File: src/rtl/gmc_pkg.sv
// shared widths, codes and control types of the global minimum cut search
package gmc_pkg;

    localparam int NODE_W   = 6;
    localparam int WEIGHT_W = 16;
    localparam int CUT_W    = 27;
    localparam int CNT_W    = 7;

    localparam logic [CUT_W-1:0] CUT_ALL_ONES = {CUT_W{1'b1}};
    localparam logic [CNT_W-1:0] MIN_NODES    = CNT_W'(2);

    typedef enum logic {
        OP_LOAD   = 1'b0,
        OP_SEARCH = 1'b1
    } opcode_t;

    // command from the search engine to the result stage
    typedef struct packed {
        logic             start;
        logic [CUT_W-1:0] cut;
    } emit_cmd_t;

endpackage

File: src/rtl/gmc_if.sv


interface gmc_out_if;
    logic                          valid;
    logic                          ready;
    logic [gmc_pkg::NODE_W-1:0]    node;
    logic [gmc_pkg::CUT_W-1:0]     cut_weight;
    logic                          last;

    modport source (output valid, output node, output cut_weight, output last,
                    input ready);
    modport sink   (input valid, input node, input cut_weight, input last,
                    output ready);
endinterface

File: src/rtl/gmc_emit.sv
// result stage: walks the chosen side in ascending order into an output register
module gmc_emit #(
    parameter int SIDE_W = 64
) (
    input  logic                clk,
    input  logic                rst_n,
    input  gmc_pkg::emit_cmd_t  cmd,
    input  logic [SIDE_W-1:0]   side,
    output logic                busy,
    gmc_out_if.source           out_ch
);

    localparam int IW = (SIDE_W > 1) ? $clog2(SIDE_W) : 1;

    logic [SIDE_W-1:0]             left_reg, left_next;
    logic [IW-1:0]                 e_reg, e_next;
    logic [gmc_pkg::CUT_W-1:0]     cut_reg, cut_next;
    logic                          ov_reg, ov_next;
    logic [gmc_pkg::NODE_W-1:0]    node_reg, node_next;
    logic                          last_reg, last_next;
    logic [SIDE_W-1:0]             e_bit;
    logic                          slot_free;

    assign busy      = (left_reg != '0);
    assign slot_free = !ov_reg || out_ch.ready;
    assign e_bit     = SIDE_W'(1) << e_reg;

    always_comb
    begin
        left_next = left_reg;
        e_next    = e_reg;
        cut_next  = cut_reg;
        ov_next   = ov_reg && !out_ch.ready;
        node_next = node_reg;
        last_next = last_reg;
        if (cmd.start)
        begin
            left_next = side;
            e_next    = '0;
            cut_next  = cmd.cut;
        end
        else if (busy && slot_free)
        begin
            if (left_reg[e_reg])
            begin
                ov_next   = 1'b1;
                node_next = gmc_pkg::NODE_W'(e_reg);
                last_next = ((left_reg & ~e_bit) == '0);
                left_next = left_reg & ~e_bit;
            end
            e_next = e_reg + IW'(1);
        end
    end

    always_ff @(posedge clk or negedge rst_n)
    begin
        if (!rst_n)
        begin
            left_reg <= '0;
            e_reg    <= '0;
            ov_reg   <= 1'b0;
        end
        else
        begin
            left_reg <= left_next;
            e_reg    <= e_next;
            ov_reg   <= ov_next;
        end
    end

    always_ff @(posedge clk)
    begin
        cut_reg  <= cut_next;
        node_reg <= node_next;
        last_reg <= last_next;
    end

    assign out_ch.valid      = ov_reg;
    assign out_ch.node       = node_reg;
    assign out_ch.cut_weight = cut_reg;
    assign out_ch.last       = last_reg;

    // a new side is only handed over once the previous one has been fully moved into the output register
    assert property (@(posedge clk) disable iff (!rst_n) cmd.start |-> !busy)
        else $error("emit start while busy");

endmodule

File: src/flat_wrapper.sv
// flat-port wrapper written by rule: the top's interface ports become plain ports
module gmc_emit_flat 
#(
    parameter int SIDE_W = 64
)
  (clk, rst_n, cmd, side, busy, out_ch_valid, out_ch_node, out_ch_cut_weight, out_ch_last, out_ch_ready);
  gmc_out_if out_ch_i ();
  input  logic clk;
  input  logic rst_n;
  input  gmc_pkg::emit_cmd_t cmd;
  input  logic [SIDE_W-1:0] side;
  output logic busy;
  output wire logic [$bits(out_ch_i.valid)-1:0] out_ch_valid;
  output wire logic [$bits(out_ch_i.node)-1:0] out_ch_node;
  output wire logic [$bits(out_ch_i.cut_weight)-1:0] out_ch_cut_weight;
  output wire logic [$bits(out_ch_i.last)-1:0] out_ch_last;
  input wire logic [$bits(out_ch_i.ready)-1:0] out_ch_ready;
  assign out_ch_valid = out_ch_i.valid;
  assign out_ch_node = out_ch_i.node;
  assign out_ch_cut_weight = out_ch_i.cut_weight;
  assign out_ch_last = out_ch_i.last;
  assign out_ch_i.ready = out_ch_ready;
  gmc_emit #(.SIDE_W(SIDE_W)) u_core (.clk(clk), .rst_n(rst_n), .cmd(cmd), .side(side), .busy(busy), .out_ch(out_ch_i));
endmodule
File: config.mk
export PLATFORM = sky130hd
export DESIGN_NAME = gmc_emit_flat
export DESIGN_NICKNAME = d
export VERILOG_FILES = /design/src/rtl/gmc_pkg.sv /design/src/rtl/gmc_if.sv /design/src/rtl/gmc_emit.sv /design/src/flat_wrapper.sv
export SDC_FILE = /design/constraint.sdc
export NUM_CORES = 1
export LEC_CHECK = 0
export BUFFER_PORTS_ARGS = -buffer_cell sky130_fd_sc_hd__buf_2
export CAP_MARGIN = 20
export CORE_ASPECT_RATIO = 1.2
export CORE_MARGIN = 2
export CORE_UTILIZATION = 50
export CTS_CLUSTER_DIAMETER = 60
export DETAILED_ROUTE_END_ITERATION = 10
export PLACE_DENSITY = 0.77
export REMOVE_ABC_BUFFERS = 1
export SLEW_MARGIN = 5
export SYNTH_ARGS = -nofsm -noshare
export SYNTH_HDL_FRONTEND = slang
export SYNTH_SLANG_ARGS = --single-unit
File: constraint.sdc
create_clock -name clk -period 2.8 [get_ports clk]
set_clock_uncertainty 0.15 [all_clocks]
set_input_delay 0.28 -clock clk [delete_from_list [all_inputs] [get_ports clk]]
set_output_delay 0.28 -clock clk [all_outputs]
set_load 0.1 [all_outputs]
# == After elaboration in Yosys (flattened, before gate mapping) ==
# Index checks and enable logic that the tools add are counted.
# W data, S select, Z words.
# classes
addsub,1
mul,0
n_div,0
n_lt_le_gt_ge,1
n_eq_ne,0
n_shift,1
muxes,10
bitwise_logic,3
n_reduce_logical,11
# ops
op,n
$mux W64,3
$and A64 B64 Y64,1
$logic_not A64 Y1,1
$not A64 Y64,1
$reduce_bool A64 Y1,1
$shl A1 B6 Y64 const A,1
$mux W6,2
$lt A6 B7 Y1 const B,1
$add A6 B1 Y6 const B,1
$bmux W1 S6,1
$mux W1,4
$reduce_bool A2 Y1,2
$reduce_and A3 Y1,1
$logic_and A1 B1 Y1,2
$logic_not A1 Y1,2
$reduce_and A2 Y1,1
$logic_or A1 B1 Y1,1
$not A1 Y1,1
# word_totals
ff_bits,105
latch_bits,0
ram_bits,0
mem_bits_ro,0
output_inout_bits,36
word_cells,33
mem_count,0

# == Depth between registers and ports, before layout ==
# logic_depth
ltp_word,6
mapped_depth,12
mapped_depth_nobuf,9

# == Worst setup path after synthesis ==
# No wires, ideal clock.
# synth_path
path_type,reg-to-reg
startpoint,register u_core.e_reg[0]
endpoint,"register u_core.last_reg, in the netlist u_core.out_ch.last, enable pin"
setup_time_ns,0.365
t_arrival_ns,2.544
path_slack_ns,-0.259
stages_incl_launch_ff,10
path_cell_list,dfrtp_1 > buf_6 > buf_12 > mux4_2 > nand2_1 > a41oi_2 > a41oi_2 > nor4_4 > buf_6 > nor2b_1
# synth_between
elab_chain_len,3
# synth_lines
element,line_no,source
from (decl),gmc_emit.sv:16,"logic [IW-1:0] e_reg, e_next;"
from (signal assigned),gmc_emit.sv:66,e_reg <= e_next;
$bmux W1 S6,gmc_emit.sv:44,if (left_reg[e_reg])
$mux W1 (not written as such),gmc_emit.sv:44,
$reduce_and A3 Y1 (no source line),n/a,
to (signal assigned),gmc_emit.sv:75,last_reg <= last_next;
to (decl),gmc_emit.sv:20,"logic last_reg, last_next;"
# No other way between the ends. The select of a mux whose other input is x is not followed.
# A chain may end at the register's enable or synchronous reset.

# == Final worst setup path ==
# layout_path
startpoint,register u_core.e_reg[0]
endpoint,register u_core.left_reg[28]
# layout_between
elab_chain_len,6
# layout_lines
element,line_no,source
branches (longest 6 deep; another with $bmux W1 S6),n/a,
to (signal assigned),gmc_emit.sv:65,left_reg <= left_next;
to (decl),gmc_emit.sv:15,"logic [SIDE_W-1:0] left_reg, left_next;"
# Parallel ways; which one is timed is not known. The select of a mux whose other input is x is not followed.

==> metrics.md <==
| Metric | Value |
|---|---|
| Status | `finished with violations` |
| Failing checks | `negative hold slack, negative setup slack` |
| Final layout net count | `950` |
| Total die area | `approximately 13000 sq um` |
| H-tree level count | `3` |
| Grt ovf | `0` |
| Synth cell types | `between 60 and 70` |
| Reg2reg setup slack | `-0.007 ns` |
| Initial Util | `50.85%` |
| GRT Util Overall | `36.20%` |
| Gpl congestion | `approximately 1.1` |
| Dominant cell type by area after synthesis | `dfrtp_1` |
| Max-Cap Viols | `0` |
| CP arrival | `2.95 ns` |
| Core area | `about 12000 sq um` |
| Final hold vios | `1` |
| Final setup vio count | `3` |
| Worst setup SP type | `flop` |
| Crit path capture type | `flop` |
| DRC Markers | `0` |
| Share of cells above drive strength 1 | `around a third` |
| Largest net degree at the start of global routing | `71` |
| Slew Viols, Final | `0` |
| Die Ht | `between 100 and 150 microns` |
| Hold depth | `2` |
| Hold Crit Class | `primary input to flop` |
| TritonCTS clock tree | `done` |
| Vias in the first global route | `about 6.4k` |
| Root buf cell | `clkbuf_16` |
| TNS Setup | `-0.01416 ns` |
| Wirelength per Cell | `approximately 23 microns` |
| Hold_sp | `side[13]` |
| Hold Path End | `u_core.left_reg[13]` |
| PortBufs | `130` |
| Asr flop ratio synth | `between 60% and 70%` |
| Syn Std Cell Area | `~6100 sq um` |
| Cell Rows | `44` |
| FMAX | `about 0.36 GHz` |
| Detailed Place HPWL | `between 15000 and 20000 microns` |
| Post-route ant nets | `0` |
| RSZ-0062 raised after global routing | `yes` |
| Slew margin rel. | `~58%` |
| Reg2reg end | `u_core.left_reg[28]` |
| Power Dens Cells | `between 600 and 700 nW/um^2` |
| Setup ws final | `-0.007007 ns` |
| Synth top area share | `~29%` |
| Clock-pin slew on the worst setup and hold paths | `around 0.070 ns` |
| Leakage | `approximately 4 nW` |
| EDFF count, synth | `34` |
| DRT Wirelength | `about 24000 microns` |
| Worst VDD drop | `approximately 0.50 mV` |
| Final period utilization | `100.3%` |
| Yosys warns | `0` |
| Initial antenna violation count | `0` |
| Critical Path RT | `slightly below 3 ns` |
| Clock latency on the worst-skew pair | `roughly 0.36 ns` |
| Most frequent cell after synthesis | `dfrtp_1` |
| Worst hold margin | `-0.003650 ns` |
| CP Max Fanout | `23` |
| Synth cell count leaders | `dfrtp_1 (71), nand2_1 (50), inv_1 (36), edfxtp_1 (34)` |
| DRT iter0 DRCs | `a little over 600` |
| Ports | `131` |
| Area of the multi-input gates | `about 3000 sq um` |
| Clock sink count | `105` |
| Leading post-synthesis cells by cell area | `dfrtp_1 (29%), edfxtp_1 (17%), mux4_1 (5.1%), a311oi_1 (4.6%), a21o_1 (3.9%)` |
| Final core utilization | `between 70% and 80%` |
| Number of CTS-inserted buffers | `9` |
| Power consumption | `5.704 mW` |
| Layout area overhead | `40.71%` |
| Sequential standard cell area | `roughly 2800 sq um` |
| #FFs+latches synth | `approximately 110` |
| Post-synthesis cell count | `between 500 and 600` |
| Pre-Repair DR Iteration Count | `5` |
| Ant. Diodes | `0` |
| Die X | `around 110 microns` |
| Sequential area share after synthesis | `a little under half` |
| Mean Syn Cell Area | `10.46 sq um` |
| First-pass GRT wire length | `between 30000 and 40000 microns` |
| Slew @ Worst Pin | `0.6199 ns` |
| Top_reg_cell synth | `dfrtp_1` |
| FF-to-FF path depth | `8` |
| Worst setup path class | `flop to flop` |
| Via density | `between 6 and 7` |
| Number of flip-flops in the largest register | `64` |
| Min cycle time layout | `~2.8 ns` |
| Fill count | `around 900` |
| Worst R2R Start | `u_core.e_reg[0]` |
| DR vias | `between 6k and 7k` |
| Clock tree buffer depth | `2` |
## worst max-delay path, stage by stage (launching register included)
cell      delay, ns
dfrtp_2        0.48
mux4_2         0.53
and2_4         0.17
or4b_4         0.56
a41oi_4        0.21
nor4_4         0.09
buf_12         0.17
a311oi_1       0.27
a21o_1         0.13
## final cells by class
class	count	area share, %
clock inverter	6	0.6091
timing repair buffer	302	25.18
tap	161	2.335
inverter	36	1.566
multi-input combinational	395	35.18
clock buffer	10	2.654
sequential	105	32.47
## placed cells by master, fill, tap and decap left out, drive strengths merged, types with 19 or more instances in the layout
cell type / Yosys / layout
a21o: 32 / 32
a21oi: 20 / 20
a311oi: 32 / 32
buf: 23 / 244
dfrtp: 71 / 71
dlygate4sd3: 0 / 58
edfxtp: 34 / 34
inv: 36 / 38
mux2i: 22 / 22
nand2: 50 / 50
nor2: 31 / 31
nor2b: 26 / 26
nor4: 19 / 19
## routing by layer
layer | share of wire (%) | track usage, %
met4 | 6.5 | 21.88
met1 | 38 | 43.05
met2 | 49 | 61.76
met5 | 0 | 0
met3 | 6.7 | 5.474
## repair_timing
action | in CTS | in global routing
buffers inserted | 1 | 0
setup endpoints to repair | 52 | 52
gates resized for setup | 7 | 22
pin swaps | 2 | 4
hold buffers | 58 | 0
hold endpoints to repair | 74 | 0
## worst max-delay path by stage
stage / start / endpoint / slack (ns) / cells past startpoint
6_report: u_core.e_reg[0] / u_core.left_reg[28] / -0.007 / 8
5_1_grt: u_core.e_reg[0] / u_core.left_reg[6] / -0.09 / 10
4_1_cts: u_core.e_reg[0] / u_core.left_reg[62] / -0.03 / 10
3_5_place_dp: u_core.e_reg[0] / u_core.left_reg[62] / -0.15 / 8
3_3_place_gp: u_core.e_reg[3] / u_core.out_ch.last / -0.18 / 8
2_1_floorplan: u_core.e_reg[0] / u_core.out_ch.last / -1.47 / 6
## power by group
group	total (mW)	switching (mW)	leakage (nW)	internal, mW
clock	1.22	0.606	0.138	0.619
sequential	1.94	0.175	1.19	1.77
combinational	2.54	1.56	2.58	0.980
## metrics by stage
step	cells	instance area, sq um	worst slack (ns)
floorplan	536	5858	-1.466
global placement	940	7636	-0.1770
detailed placement	940	7636	-0.1472
CTS	1015	8536	-0.02687
global route	1015	8627	-0.09178
finish	1015	8627	-0.007007
## kinds of logic after synthesis
family,synth area share [%]
AOI/OAI and AO/OA,19.76
buffers and inverters,6.653
muxes,10.20
and+or+nand+nor,15.96
adders and majority gates,1.224
xor gates and xnor gates,0.5715
DFF,45.63
(Power assumes the default switching activity.)
